===== config.mk =====
export PLATFORM = sky130hd
export DESIGN_NAME = sdft_ctrl
export DESIGN_NICKNAME = d
export VERILOG_FILES = /design/src/rtl/core/sdft_pkg.sv /design/src/rtl/core/sdft_ctrl.sv
export SDC_FILE = /design/constraint.sdc
export NUM_CORES = 1
export LEC_CHECK = 0
export BUFFER_PORTS_ARGS = -buffer_cell sky130_fd_sc_hd__buf_2
export CAP_MARGIN = 20
export CORE_MARGIN = 2
export CORE_UTILIZATION = 25
export CTS_CLUSTER_DIAMETER = 120
export DETAILED_ROUTE_END_ITERATION = 8
export PLACE_DENSITY = 0.49
export SYNTH_ARGS = -nofsm -noshare
export SYNTH_HDL_FRONTEND = slang
export SYNTH_SLANG_ARGS = --single-unit

===== constraint.sdc =====
create_clock -name clk -period 3.5 [get_ports clk]
set_clock_uncertainty 0.1 [all_clocks]
set_input_delay 0.175 -clock clk [delete_from_list [all_inputs] [get_ports clk]]
set_output_delay 0.175 -clock clk [all_outputs]
set_load 0.02 [all_outputs]

===== src/rtl/core/sdft_pkg.sv =====
package sdft_pkg;

  localparam int BINS = 16;
  localparam int BIN_W = 4;
  localparam int CNT_W = 5;
  localparam int SQRT_STEPS = 32;

  localparam logic [1:0] KIND_PUSH = 2'd0;
  localparam logic [1:0] KIND_MAG = 2'd1;
  localparam logic [1:0] KIND_PEAK = 2'd2;

  localparam logic [30:0] MAG_SAT = 31'h7FFF_FFFF;

  typedef struct packed {
    logic             push_start;
    logic             rot_issue;
    logic             pwr_issue;
    logic             pwr_peak;
    logic             peak_clear;
    logic             sqrt_start;
    logic             sqrt_step;
    logic             load_mag;
    logic             load_peak;
    logic [BIN_W-1:0] addr;
  } sdft_cmd_t;

  function automatic logic signed [15:0] sdft_cos(input logic [BIN_W-1:0] k);
    logic signed [15:0] v;
    case (k)
      4'd0:    v = 16'sd32767;
      4'd1:    v = 16'sd30272;
      4'd2:    v = 16'sd23169;
      4'd3:    v = 16'sd12539;
      4'd4:    v = 16'sd0;
      4'd5:    v = -16'sd12539;
      4'd6:    v = -16'sd23169;
      4'd7:    v = -16'sd30272;
      4'd8:    v = -16'sd32767;
      4'd9:    v = -16'sd30272;
      4'd10:   v = -16'sd23169;
      4'd11:   v = -16'sd12539;
      4'd12:   v = 16'sd0;
      4'd13:   v = 16'sd12539;
      4'd14:   v = 16'sd23169;
      4'd15:   v = 16'sd30272;
      default: v = 16'sd0;
    endcase
    return v;
  endfunction

  function automatic logic signed [15:0] sdft_sin(input logic [BIN_W-1:0] k);
    logic signed [15:0] v;
    case (k)
      4'd0:    v = 16'sd0;
      4'd1:    v = 16'sd12539;
      4'd2:    v = 16'sd23169;
      4'd3:    v = 16'sd30272;
      4'd4:    v = 16'sd32767;
      4'd5:    v = 16'sd30272;
      4'd6:    v = 16'sd23169;
      4'd7:    v = 16'sd12539;
      4'd8:    v = 16'sd0;
      4'd9:    v = -16'sd12539;
      4'd10:   v = -16'sd23169;
      4'd11:   v = -16'sd30272;
      4'd12:   v = -16'sd32767;
      4'd13:   v = -16'sd30272;
      4'd14:   v = -16'sd23169;
      4'd15:   v = -16'sd12539;
      default: v = 16'sd0;
    endcase
    return v;
  endfunction

endpackage


===== src/rtl/core/sdft_ctrl.sv =====
module sdft_ctrl import sdft_pkg::*; (
  input  logic             clk,
  input  logic             rst_n,
  input  logic             in_valid,
  input  logic [1:0]       in_kind,
  input  logic [BIN_W-1:0] in_bin,
  output logic             in_stall,
  output logic             out_valid,
  input  logic             out_stall,
  output sdft_cmd_t        cmd
);

  typedef enum logic [2:0] {
    ST_IDLE,
    ST_ROT,
    ST_ROT_DRAIN,
    ST_PEAK,
    ST_WAIT1,
    ST_WAIT2,
    ST_SQRT,
    ST_RESULT
  } state_t;

  state_t           state_r, state_nxt;
  logic [CNT_W-1:0] cnt_r, cnt_nxt;
  logic             is_peak_r, is_peak_nxt;
  logic             out_valid_r, out_valid_nxt;
  logic             accept;
  logic             out_free;

  assign in_stall  = (state_r != ST_IDLE);
  assign accept    = in_valid && (state_r == ST_IDLE);
  assign out_free  = !out_valid_r || !out_stall;
  assign out_valid = out_valid_r;

  always_comb begin
    state_nxt     = state_r;
    cnt_nxt       = cnt_r;
    is_peak_nxt   = is_peak_r;
    out_valid_nxt = out_valid_r && out_stall;
    cmd           = '0;
    cmd.addr      = cnt_r[BIN_W-1:0];
    case (state_r)
      ST_IDLE: begin
        cmd.addr = in_bin;
        if (accept) begin
          case (in_kind)
            KIND_PUSH: begin
              cmd.push_start = 1'b1;
              cnt_nxt        = '0;
              state_nxt      = ST_ROT;
            end
            KIND_MAG: begin
              cmd.pwr_issue = 1'b1;
              is_peak_nxt   = 1'b0;
              state_nxt     = ST_WAIT1;
            end
            KIND_PEAK: begin
              cmd.peak_clear = 1'b1;
              is_peak_nxt    = 1'b1;
              cnt_nxt        = CNT_W'(1);
              state_nxt      = ST_PEAK;
            end
            default: begin
              state_nxt = ST_IDLE;
            end
          endcase
        end
      end
      ST_ROT: begin
        cmd.rot_issue = 1'b1;
        cnt_nxt       = cnt_r + 1'b1;
        if (cnt_r == CNT_W'(BINS - 1)) begin
          state_nxt = ST_ROT_DRAIN;
        end
      end
      ST_ROT_DRAIN: begin
        state_nxt = ST_IDLE;
      end
      ST_PEAK: begin
        cmd.pwr_issue = 1'b1;
        cmd.pwr_peak  = 1'b1;
        cnt_nxt       = cnt_r + 1'b1;
        if (cnt_r == CNT_W'(BINS - 1)) begin
          state_nxt = ST_WAIT1;
        end
      end
      ST_WAIT1: begin
        state_nxt = ST_WAIT2;
      end
      ST_WAIT2: begin
        if (is_peak_r) begin
          state_nxt = ST_RESULT;
        end else begin
          cmd.sqrt_start = 1'b1;
          cnt_nxt        = '0;
          state_nxt      = ST_SQRT;
        end
      end
      ST_SQRT: begin
        cmd.sqrt_step = 1'b1;
        cnt_nxt       = cnt_r + 1'b1;
        if (cnt_r == CNT_W'(SQRT_STEPS - 1)) begin
          state_nxt = ST_RESULT;
        end
      end
      ST_RESULT: begin
        if (out_free) begin
          cmd.load_mag  = !is_peak_r;
          cmd.load_peak = is_peak_r;
          out_valid_nxt = 1'b1;
          state_nxt     = ST_IDLE;
        end
      end
      default: begin
        state_nxt = ST_IDLE;
      end
    endcase
  end

  always_ff @(posedge clk) begin
    if (!rst_n) begin
      state_r     <= ST_IDLE;
      cnt_r       <= '0;
      is_peak_r   <= 1'b0;
      out_valid_r <= 1'b0;
    end else begin
      state_r     <= state_nxt;
      cnt_r       <= cnt_nxt;
      is_peak_r   <= is_peak_nxt;
      out_valid_r <= out_valid_nxt;
    end
  end

endmodule


==> results of run 1 <==
[kinds of logic (layout without fill, tap and decap cells)]
| logic type | after synthesis | in the layout |
|---|---|---|
| DFF | 10 | 10 |
| adders and majority gates | 9 | 9 |
| AOI/OAI and AO/OA | 26 | 26 |
| muxes | 4 | 4 |
| buffers and inverters | 13 | 37 |
| and+or+nand+nor | 39 | 39 |
[final cells by class]
cell class,count,area (um^2)
flip-flops and latches,10,200
multi-input cells,78,567
clock buffers,4,36.3
well taps,44,55.1
repair buffers,24,120
inverters,9,33.8
fillers,351,2090
[per-layer routing]
layer	track usage (%)	share of wire, %	vias to the layer above
li1	-	-	414
met1	15.8	48	362
met2	18.6	46	18
met3	3.99	5.2	5
met4	3.65	1.4	0
met5	0	0	-
[layout by cell type (no fill, tap or decap), types with 2 or more instances in the layout]
cell type   n
buf_2      24
and3_1      5
o31ai_1     3
inv_1       8
nor2_1      5
ha_1        9
dfxtp_1    10
or3_1       2
nand2_1     8
nand2b_1    2
nor2b_1     3
o21ai_0     6
clkbuf_4    3
nor3_1      2
nand3_1     6
mux2_2      4
a21oi_1     5
[sequential cells by signal, summed over array words and instances, names as in the netlist]
name and flops:
cnt_r 5, is_peak_r 1, out_valid 1, state_r 3
[cell usage after synthesis, types with 2 or more instances]
cell type,number,share of area [%]
inv_1,8,3.6
nand2_1,8,3.6
and3_1,5,3.8
o31ai_1,3,2.7
buf_4,2,1.8
ha_1,9,14
o21ai_0,6,3.6
nand2b_1,2,1.5
dfxtp_1,10,24
nand3_1,6,3.6
a21oi_1,5,3.0
nor3_1,2,1.2
or3_1,2,1.5
nor2_1,5,2.3
mux2_2,4,5.4
nor2b_1,3,2.3
[power groups by stage]
stage	registers [W]	logic [W]	clock network (W)
final	0.000139	0.000120	0.000109
after global routing	0.000141	0.000133	0.000115
after detailed placement	0.000141	0.000121	0
after floorplan	0.000130	0.0000998	0
after global placement	0.000141	0.000121	0
after CTS	0.000138	0.000122	0.000112
[stage by stage]
stage | instance area [um^2] | utilization [%]
floorplan | 831 | -
global route | 1010 | 32.6
CTS | 1010 | 32.6
detailed placement | 976 | 31.5
global placement | 976 | 31.5
finish | 1010 | 32.6
[final timing paths]
path              cells past startpoint                    start                    end
hold reg to reg                       2    cnt_r[1]$_SDFFE_PN0P_  cnt_r[1]$_SDFFE_PN0P_
setup reg to reg                      4  state_r[1]$_SDFFE_PN0P_  cnt_r[0]$_SDFFE_PN0P_
hold / removal                        3                out_stall   out_valid$_SDFF_PN0_
setup / recovery                      3  state_r[1]$_SDFFE_PN0P_                 cmd[2]
[tightest hold or removal path: cells and delay by family]
family	cells	cell delay [ns]
buffers and inverters	1	0.10
AND/OR/NAND/NOR	1	0.10
AO/OA/AOI/OAI	1	0.07
==> flow_summary.yaml, run 1 <==
logic_synthesis:
  synth_edf_count: 0
  synth-seq-cells: 10
  synth_compound_gate_area_share_pct: 23.2
  synth_xor_area_share_pct: 0
  yosysUniqueCellTypes: 37
  synth_fp_nets: 120
  syn_area_um2: 831
  synthSimpleGateAreaFrac_pct: 26.1
  synthAdderAreaFrac_pct: 13.6
  synth_mux_area_share_pct: 5.42
  yosys_warnings: 0
  synth-seq-area-share_pct: 24.1
  synthFlopType: "dfxtp_1"
  synth_cells: 101
  syn_avg_cell_area_um2: 8.23
  synth_top_family_by_area: "simple AND/OR/NAND/NOR gates"
  synthArstFlopShare_pct: 0
clocking:
  cts_setup_buffers: 0
  clockBufferDepth: 2
  htreeDepth: 1
  clock_latency_ns: 0.27
  numCtsBuffers: 3
  path_clk_slew_ns: 0.07
  hold_buffers: 0
  cts-root-buf: "clkbuf_4"
  cts_resized: 0
  cts_tree: "yes"
  cts.sinks: 10
cells_and_area:
  antennaDiodeCount: 0
  nNetsFinal: 145
  stdcell_count: 169
  syn2layout_area_growth_pct: 21.8
  drive_above_1_share_pct: 32.0
setup_path:
  critPathMaxStageDelay_ns: 0.46
  rrSetupSlack_ns: 1.76
  end_kind: "output pin"
  worstPathRequired_ns: 3.22
  cp.buffers_inverters: 1
  crit_type: "reg -> out"
  cp-start-kind: "flip-flop"
  crit_chain: "nor3_4 > mux2_2 > buf_2"
  arrival_ns: 1.74
  slowest_stage: "dfxtp_1"
  cp_top_family: "flip-flops"
  cp_max_fo: 15
power_and_ir_drop:
  pwr-share-comb_pct: 32.7
  ir_drop_mv: 0.151
  p_leak_nw: 0.483
  power_w: 0.000368
  switching_power_w: 0.000133
  swShare_pct: 36.2
  seqPwrFrac_pct: 37.7
  p_int_w: 0.000234
  powerDensity_nw_per_um2: 363
  clkPwrFrac_pct: 29.7
outcome:
  status: "completed"
sta:
  setup_viol: 0
  fin_crit_sh_pct: 57.5
  fmax_mhz: 497
  min_period_ns: 2.01
  hold_violations: 0
  hold_ws_ns: 0.124
  rsz0062_at_grt: "no"
  relSlewSlack_pct: 64.6
  finalMaxSlewViolations: 0
  setup_ws_ns: 1.49
  worst_slew_pin_slew_ns: 0.530
  timing.setup.tns_ns: 0
global_routing:
  grt_max_degree: 16
  grt_first_pass_wirelength_mm: 3.39
  first_global_vias: 743
  grt.total_usage_pct: 12.0
  overflow: 0
  antenna_found_initial: 0
placed_design:
  pre_cts_ws_ns: 1.77
  dp.cells: 165
  port_buffers: 24
  dpl.hpwl_mm: 1.52
  gp_congestion: 0.781
floorplan:
  die_w_um: 61.6
  row_count: 20
  num_io_pins: 25
  die-area_um2: 3800
  initial_utilization_pct: 26.8
  core-area_um2: 3100
  chipHeight_um: 61.6
drt:
  post_drt_wl_per_cell_um: 11.7
  drt_wl_total_mm: 1.98
  dr.pass1.iters: 4
  drt_iter0_drc: 18
  viasPerCell: 4.73
  routed-via-count: 799
  drc_errors: 0
  postRouteAntennaNets: 0
flow_run:
  drv_cap: 0
worst_hold_path:
  min_path_type: "in -> reg"
Note: power is estimated with default switching activity, not from simulation.
==> run 2, diff against run 1 <==
Settings changed: PLACE_DENSITY 0.49 to 0.5.
Clock period 3.5 ns to 1.63 ns, I/O delays scaled along.
==> run 2 against run 1 <==
Against the previous run: first-iteration DRC count grew 56%; core utilization grew 8.1 points; via count grew 6.3%; hold slack worse by 0.060 ns; sequential share of layout area down 3.0 points; sequential power grew 100%; total power rose to 2.5 times the previous value; global-route usage grew 0.63 points; register-to-register slack lost 1.7 ns; critical path type unchanged; largest cell class unchanged; highest routed layer unchanged.
==> flow_summary.yaml, run 2 (synthesis results as in run 1) <==
setup_path:
  cp_max_fo: 3
  crit_type: "reg -> out"
  cp-start-kind: "flip-flop"
  cp.buffers_inverters: 3
  critPathMaxStageDelay_ns: 0.35
  arrival_ns: 1.45
  crit_chain: "buf_6 > nor3_4 > buf_6 > mux2_4 > buf_6"
  worstPathRequired_ns: 1.45
  slowest_stage: "dfxtp_4"
  cp_top_family: "buffers and inverters"
  crit_top_cell: "buf_6"
  end_kind: "output pin"
floorplan:
  die-area_um2: 3800
  chipHeight_um: 61.6
  row_count: 20
  die_w_um: 61.6
  initial_utilization_pct: 26.8
  core-area_um2: 3100
  num_io_pins: 25
placed_design:
  placed_cell_area_um2: 1040
  port_buffers: 24
  dpl.hpwl_mm: 1.64
  dp.cells: 173
  pre_cts_ws_ns: 0.00906
  gp_congestion: 0.733
global_routing:
  overflow: 0
  antenna_found_initial: 0
  first_global_vias: 769
  grt.total_usage_pct: 12.6
  grt_first_pass_wirelength_mm: 3.53
  grt_max_degree: 12
cells_and_area:
  syn2layout_area_growth_pct: 52.1
  antennaDiodeCount: 0
  largest_register_ff_count: 5
  final_common_cell: "buf_2"
  nNetsFinal: 159
  stdcell_count: 183
  multi_input_area_um2: 631
  drive_above_1_share_pct: 46.0
  fillers: 338
  mostFrequentLayoutCells: "buf_2, buf_6, buf_4"
  largest_register: "cnt_r"
  regArea_um2: 211
  reg_top3: "cnt_r (5), state_r (3)"
  design_area_um2: 1260
sta:
  hold_violations: 0
  fmax_mhz: 614
  finalMaxSlewViolations: 0
  fin_crit_sh_pct: 99.8
  worst_slew_pin_slew_ns: 0.286
  timing.setup.tns_ns: 0
  setup_viol: 0
  setup_ws_ns: 0.00247
  hold_ws_ns: 0.0645
  relSlewSlack_pct: 80.9
  min_period_ns: 1.63
  rsz0062_at_grt: "yes"
outcome:
  status: "completed"
power_and_ir_drop:
  p_leak_nw: 0.597
  powerDensity_nw_per_um2: 735
  ir_drop_mv: 0.393
clocking:
  clockBufferDepth: 2
  cts_tree: "yes"
  path_clk_slew_ns: 0.07
  cts.sinks: 10
  cts-root-buf: "clkbuf_4"
  numCtsBuffers: 3
  htreeDepth: 1
  clock_latency_ns: 0.26
drt:
  drt_wl_total_mm: 2.20
  drc_errors: 0
  dr.pass1.iters: 4
  routed-via-count: 849
  viasPerCell: 4.64
  postRouteAntennaNets: 0
  drt_iter0_drc: 28
  post_drt_wl_per_cell_um: 12.0
worst_hold_path:
  min_path_type: "in -> reg"
flow_run:
  drv_cap: 0
-- run 2: changes by cell type in the layout (fill, tap and decap cells not counted), sizes merged --
cell	before	now
buf	24	38
-- run 2: final timing paths --
| path | start | to | slack (ns) | cells past startpoint |
|---|---|---|---|---|
| setup / recovery | state_r[0]$_SDFFE_PN0P_ | cmd[1] | 0.002 | 5 |
| hold / removal | rst_n | state_r[2]$_SDFFE_PN0P_ | 0.06 | 3 |
| hold reg to reg | cnt_r[2]$_SDFFE_PN0P_ | cnt_r[2]$_SDFFE_PN0P_ | 0.41 | 2 |
| setup reg to reg | state_r[0]$_SDFFE_PN0P_ | state_r[0]$_SDFFE_PN0P_ | 0.02 | 5 |
-- run 2: power breakdown --
group          internal [W]  switching [W]
Sequential         0.000260      0.0000194
Combinational      0.000223       0.000203
Clock              0.000136      0.0000879
-- run 2: per-stage QoR --
step	utilization (%)	total power (W)
global placement	33.4	0.000602
CTS	38.6	0.000924
finish	40.7	0.000929
detailed placement	33.4	0.000603
global route	40.7	0.000994
floorplan	-	0.000494
-- run 2: what timing repair did --
item                       in CTS  in global routing
hold buffers                    0                  0
pin swaps                       1                  2
setup buffers                   4                  2
gates resized for setup        30                 15
setup endpoints to repair      11                 12
-- run 2: area by class of cell --
type | count | area share, %
tap | 44 | 4.36
inverter | 9 | 2.67
sequential | 10 | 16.7
multi-input combinational | 78 | 49.9
timing repair buffer | 38 | 23.5
clock buffer | 4 | 2.87
-- run 2: worst reg2reg max path, delay by kind of cell, from the launching register on --
family / cells / cell delay, ns
AO/OA/AOI/OAI: 2 / 0.58
flip-flops: 1 / 0.35
buffers and inverters: 2 / 0.28
AND/OR/NAND/NOR: 1 / 0.22
-- run 2: metal layers --
metal  share of wire, %  routed length, um  vias to the layer above  GRT usage (%)
met5                  0                  0                        -              0
met4               0.95                 21                        0           2.74
met3                4.7                104                        2           4.41
met2                 49               1080                       19           20.2
met1                 45                992                      391           16.5
li1                   -                  -                      437              -
